### src/rtl/szdd_pkg.sv
// shared types and constants for the zombie drop decider
`default_nettype none
package szdd_pkg;
    // zombie list length, a power of two so slot and alpha are plain bit slices
    localparam int ZOMBIES = 1024;

    localparam logic [1:0] VERDICT_ENQUEUE  = 2'd0;
    localparam logic [1:0] VERDICT_INVALID  = 2'd1;
    localparam logic [1:0] VERDICT_OVERFLOW = 2'd2;
    localparam logic [1:0] VERDICT_ZAP      = 2'd3;

    localparam logic [1:0] REG_MAX_DROP  = 2'd0;
    localparam logic [1:0] REG_OVERWRITE = 2'd1;
    localparam logic [1:0] REG_MODE      = 2'd2;
    localparam logic [1:0] REG_CAPACITY  = 2'd3;

    localparam logic [1:0] MODE_SIMPLE = 2'd1;
    localparam logic [1:0] MODE_FULL   = 2'd2;

    localparam logic [16:0] PROB_ONE = 17'd65536;

    // start and finish of the shared serial divider
    typedef struct packed {
        logic        start;
        logic [63:0] dividend;
        logic [63:0] divisor;
    } div_req_t;

    typedef struct packed {
        logic        done;
        logic [63:0] quotient;
    } div_rsp_t;
endpackage
`default_nettype wire

### src/rtl/szdd_divider.sv
// restoring divider, one quotient bit per cycle
`default_nettype none
module szdd_divider (
    input  wire                      aclk,
    input  wire                      aresetn,
    input  szdd_pkg::div_req_t       req,
    output szdd_pkg::div_rsp_t       rsp
);
    import szdd_pkg::*;

    logic [63:0] rem_reg, rem_next;
    logic [63:0] quo_reg, quo_next;
    logic [63:0] dsr_reg, dsr_next;
    logic [6:0]  cnt_reg, cnt_next;
    logic        busy_reg, busy_next;
    logic        done_reg, done_next;
    logic [64:0] trial;

    always_comb begin
        rem_next  = rem_reg;
        quo_next  = quo_reg;
        dsr_next  = dsr_reg;
        cnt_next  = cnt_reg;
        busy_next = busy_reg;
        done_next = 1'b0;
        trial     = {rem_reg, quo_reg[63]} - {1'b0, dsr_reg};
        if (req.start) begin
            rem_next  = '0;
            quo_next  = req.dividend;
            dsr_next  = req.divisor;
            cnt_next  = 7'd64;
            busy_next = 1'b1;
        end else if (busy_reg) begin
            // shift in one bit, subtract when it fits
            if (!trial[64]) begin
                rem_next = trial[63:0];
                quo_next = {quo_reg[62:0], 1'b1};
            end else begin
                rem_next = {rem_reg[62:0], quo_reg[63]};
                quo_next = {quo_reg[62:0], 1'b0};
            end
            cnt_next = cnt_reg - 7'd1;
            if (cnt_reg == 7'd1) begin
                busy_next = 1'b0;
                done_next = 1'b1;
            end
        end
    end

    always_ff @(posedge aclk) begin
        if (!aresetn) begin
            busy_reg <= 1'b0;
            done_reg <= 1'b0;
            cnt_reg  <= '0;
        end else begin
            busy_reg <= busy_next;
            done_reg <= done_next;
            cnt_reg  <= cnt_next;
        end
        rem_reg <= rem_next;
        quo_reg <= quo_next;
        dsr_reg <= dsr_next;
    end

    assign rsp.done     = done_reg;
    assign rsp.quotient = quo_reg;
endmodule
`default_nettype wire

### config.mk
export PLATFORM = sky130hd
export DESIGN_NAME = szdd_divider
export DESIGN_NICKNAME = d
export VERILOG_FILES = /design/src/rtl/szdd_pkg.sv /design/src/rtl/szdd_divider.sv
export SDC_FILE = /design/constraint.sdc
export NUM_CORES = 1
export LEC_CHECK = 0
export BUFFER_PORTS_ARGS = -buffer_cell sky130_fd_sc_hd__buf_4
export CAP_MARGIN = 5
export CELL_PAD_IN_SITES_DETAIL_PLACEMENT = 1
export CELL_PAD_IN_SITES_GLOBAL_PLACEMENT = 1
export CORE_MARGIN = 2
export CORE_UTILIZATION = 31
export DETAILED_ROUTE_END_ITERATION = 6
export PLACE_DENSITY_LB_ADDON = 0.1
export SLEW_MARGIN = 20
export SYNTH_ARGS = -nofsm -noshare
export SYNTH_HDL_FRONTEND = slang
export SYNTH_SLANG_ARGS = --single-unit
export TNS_END_PERCENT = 50
### constraint.sdc
create_clock -name aclk -period 4.3 [get_ports aclk]
set_clock_uncertainty 0.2 [all_clocks]
set_input_delay 0.215 -clock aclk [delete_from_list [all_inputs] [get_ports aclk]]
set_output_delay 0.215 -clock aclk [all_outputs]
set_load 0.03 [all_outputs]
[Word-level counts from Yosys, hierarchy flattened]
Cells that the tools add are included.
Storage, ports and cells
  bits in registers: 201
  input port bits: 131
  output and inout bits: 65
  logic and storage cells: 25
Cells by class
  $add $sub $neg: 2
  eq/ne operators: 1
  mux-type cells: 10
  bitwise operators: 2
  reduce and logical (&&, ||, !) cells: 3
Operators with widths (count)
  2-to-1 mux 64 bit: 3
  subtractor 65 x 64 -> 65 bit: 1
  2-to-1 mux 7 bit: 2
  equality test 7 x 1 -> 1 bit, second input constant: 1
  subtractor 7 x 1 -> 7 bit, second input constant: 1
  2-to-1 mux 1 bit: 5
  OR reduction 3 bit: 1
  NOT 1 bit: 2
  nonzero test 2 bit: 1
  OR reduction 2 bit: 1

[Logic depth before layout (Yosys ltp)]
  word-level depth: 4
  gate-level depth with buffers: 15
  mapped depth without buffers: 13

[Worst setup path before layout]
No wires, ideal clock.
  kind: reg-to-reg
  from: register quo_reg[63]
  to: register rem_reg[58]
  arrival: 3101 ps
  data required time: 4014 ps
  setup slack: 914 ps
  stages on the path, launching flop included: 14
  buffers on the path: 0
  path through: edfxtp_1 -> inv_1 -> ha_1 -> fa_1 -> nand2b_1 -> a21oi_1 -> nor2_1 -> nor3b_1 -> o21ai_0 -> a21boi_0 -> o21bai_1 -> o31ai_1 -> mux2_2 -> a211oi_1
Between the ends
  longest elaborated chain between the ends: 2
Ends and longest elaborated chain
  start, declared: RTL line szdd_divider.sv:12  | logic [63:0] quo_reg, quo_next;
  start signal, assigned: RTL line szdd_divider.sv:61  | quo_reg <= quo_next;
  subtractor 65 x 64 -> 65 bit: RTL line szdd_divider.sv:26  | trial = {rem_reg, quo_reg[63]} - {1'b0, dsr_reg};
  2-to-1 mux 64 bit: RTL line szdd_divider.sv:35  | if (!trial[64]) begin
  end signal, assigned: RTL line szdd_divider.sv:60  | rem_reg <= rem_next;
  end, declared: RTL line szdd_divider.sv:11  | logic [63:0] rem_reg, rem_next;
Every way passes these cells.
A chain may end at the register's enable or synchronous reset.

[Worst setup path after layout]
  from: register quo_reg[63]
  to: register rem_reg[62]
The elaborated chain is that of the path after synthesis.

==> results.sh <==
export IMPL_ios=196
export IMPL_initial_core_util_pct=31.6
export IMPL_multi_input_area_mm2=0.00626
export IMPL_syn2layout_area_growth_pct=33.6
export IMPL_yosysWarnings=0
export IMPL_finalSetupTns_ns=0
export IMPL_hold_path_class="primary input to flip-flop"
export IMPL_cts_buffer_depth=3
export IMPL_p_comb_share_pct=28.7
export IMPL_status="complete, no violations"
export IMPL_placed_area_mm2=0.0142
export IMPL_rows=72
export IMPL_die_y_um=203
export IMPL_grt_pass1_wl_um=63900
export IMPL_wl_per_cell_um=18.5
export IMPL_synth_top_cells_by_count="nor2_1, a21oi_1, edfxtp_1, nand2_1, inv_1"
export IMPL_seqPwrFrac_pct=36.2
export IMPL_min_path_cells=2
export IMPL_ir_drop_v=0.000298
export IMPL_max_freq_mhz=254
export IMPL_seq_area_mm2=0.00531
export IMPL_cts_sinks=201
export IMPL_clkPwrFrac_pct=35.1
export IMPL_synth_seq_cells=201
export IMPL_worstPathArrival_ns=4.21
export IMPL_vias=10600
export IMPL_ys_async_sr_fraction_pct=0
export IMPL_fin_area_mm2=0.0164
export IMPL_clock_latency_ns=0.56
export IMPL_cp_endpoint="rem_reg[62]"
export IMPL_fin_crit_sh_pct=91.6
export IMPL_internal_power_mw=4.44
export IMPL_syn_area_mm2=0.0123
export IMPL_wl_um=39500
export IMPL_grt_max_degree=74
export IMPL_ant_nets=0
export IMPL_yosysMostFrequentCell="nor2_1"
export IMPL_slew_viol_final=0
export IMPL_clk_pin_slew_ns=0.06
export IMPL_post_route_min_period_ns=3.94
export IMPL_core_mm2=0.0389
export IMPL_setup_violations=0
export IMPL_worstPathRequired_ns=4.57
export IMPL_critical_path_endpoint_type="flip-flop"
export IMPL_tightest_slew_ns=0.840
export IMPL_startpoint="quo_reg[63]"
export IMPL_critPathMaxFanout=5
export IMPL_setup_worst_path_start_class="flip-flop"
export IMPL_p_sw_mw=2.11
export IMPL_place_congestion=0.815
export IMPL_fin_util_pct=42.2
export IMPL_htree_levels=1
export IMPL_finalHoldViolCount=0
export IMPL_antenna_found_initial=1
export IMPL_r2r_setup_slack_ns=0.36
export IMPL_grt_overflow=0
export IMPL_viasPerCell=4.97
export IMPL_first_global_vias=11600
export IMPL_drt_initial_drc_count=404
export IMPL_cts_tree="done"
export IMPL_r2r_end="rem_reg[62]"
export IMPL_yosysTopAreaCellShare_pct=31.3
export IMPL_total_power_mw=6.55
export IMPL_synth_area_leaders="edfxtp_1, dfxtp_1, ha_1"
export IMPL_drive_gt1_share_pct=21.6
export IMPL_clockRootBuffer="clkbuf_16"
export IMPL_relSlewSlack_pct=43.7
export IMPL_cts_made_buffers=26
export IMPL_rsz0062_at_grt="no"
export IMPL_die_area_mm2=0.0412
export IMPL_synth_cell_types=82
export IMPL_dp_hpwl_um=28500
export IMPL_swShare_pct=32.2
export IMPL_drc=0
export IMPL_ys_flop_type="edfxtp_1"
export IMPL_p_leak_nw=6.77
export IMPL_yosysTopAreaCell="edfxtp_1"
export IMPL_postSynthAreaPerCell_um2=9.46
export IMPL_reg2reg_depth=13
export IMPL_syn_nets=1497
export IMPL_cap_viol_max_count=0
export IMPL_final_net_count=1799
export IMPL_path_class="flip-flop to flip-flop"
export IMPL_postSynthCellCount=1299
export IMPL_fillCellCount=4393
export IMPL_ys_seq_area_share_pct=43.2
export IMPL_power_density_mw_per_mm2=399
export IMPL_fin_hold_ws_ns=0.171
export IMPL_first_pass_iters=5
export IMPL_die_w_um=203
export IMPL_r2r_start="quo_reg[63]"
export IMPL_grt_usage_pct=19.2
export IMPL_port_buffers=195
export IMPL_synth_edf_count=128
[cells in the final DEF (no fill, tap or decap), types with 6 or more instances in the layout]
master         instances
nand4_1               22
nand3_1               24
nor4_1                 8
a21o_1                17
nor3_1                19
a21oi_1              129
o21a_1                 6
a21boi_0               9
clkbuf_16             26
xor2_1                17
clkbuf_1               6
o21ai_0               52
nor2_1               140
o21bai_1              20
ha_1                  66
xnor2_1               37
buf_4                214
mux2i_1                8
nor2b_1                7
and3_1                11
a31oi_1                8
inv_1                 89
nand2_1              107
edfxtp_1             128
mux2_2                66
a221oi_1               6
nand2b_1              11
a211oi_1              45
dlygate4sd3_1        130
dfxtp_1               72
o31ai_1                6
[kinds of logic (layout without fill, tap and decap cells)]
| group | after synthesis | after routing | share of synthesized area [%] |
|---|---|---|---|
| flip-flops | 201 | 201 | 43.2 |
| AND/OR/NAND/NOR | 381 | 381 | 14.4 |
| buffers and inverters | 164 | 486 | 5.85 |
| adder cells (fa/ha/maj) | 67 | 67 | 6.89 |
| other | 0 | 2 | 0 |
| multiplexers | 75 | 75 | 6.82 |
| AO/OA/AOI/OAI | 357 | 357 | 19.0 |
| XOR/XNOR | 54 | 54 | 3.85 |
[per-layer routing]
| layer | global-route usage, % | wire length, um |
|---|---|---|
| met5 | 0 | 0 |
| met4 | 3.62 | 623 |
| met3 | 2.63 | 1140 |
| met2 | 33.2 | 19100 |
| met1 | 25.7 | 18600 |
[what timing repair did]
| item | CTS | global route |
|---|---|---|
| setup buffers | 0 | 0 |
| resized for setup | 0 | 0 |
| hold endpoints to repair | 158 | 0 |
| hold buffers | 130 | 0 |
[how the worst min path moves through the flow]
stage | startpoint | end | slack (ns)
final | req[14] | dsr_reg[14] | 0.17
after global routing | req[14] | dsr_reg[14] | 0.15
after detailed placement | req[45] | dsr_reg[45] | 0.19
after floorplan | req[0] | dsr_reg[0] | 0.11
after CTS | req[62] | dsr_reg[62] | 0.13
after global placement | req[17] | dsr_reg[17] | 0.19
[stage by stage]
step	setup WS, ns	cells
after floorplan	0.914	1299
after global placement	0.534	1961
after detailed placement	0.395	1961
after CTS	0.379	2139
after global routing	0.0353	2140
final	0.361	2141
[area by class of cell]
type / instances / share of cell area, %
multi-input cells: 934 / 38.2
flip-flops and latches: 201 / 32.3
repair buffers: 346 / 17.9
clock buffers: 35 / 4.35
well taps: 518 / 3.95
inverters: 92 / 2.10
clock inverters: 13 / 1.17
diodes: 2 / 0.0305
[critical path, cell delays in order (launching register included)]
cell,delay [ns]
edfxtp_1,0.38
inv_1,0.06
ha_1,0.22
fa_1,0.40
nand2b_1,0.18
a21oi_1,0.19
nor2_1,0.12
nor3b_1,0.24
o21ai_0,0.26
a21boi_0,0.37
o21bai_1,0.27
o221ai_1,0.42
mux2_4,0.35
a2111oi_4,0.17
[power groups by stage]
stage | combinational, mW | sequential, mW | clock (mW)
final | 1.88 | 2.37 | 2.30
after global routing | 2.09 | 2.40 | 2.44
after CTS | 1.90 | 2.37 | 2.38
after detailed placement | 1.79 | 2.41 | 0
after global placement | 1.78 | 2.41 | 0
after floorplan | 1.12 | 2.50 | 0
No activity file was read; power rests on OpenSTA's default activity.
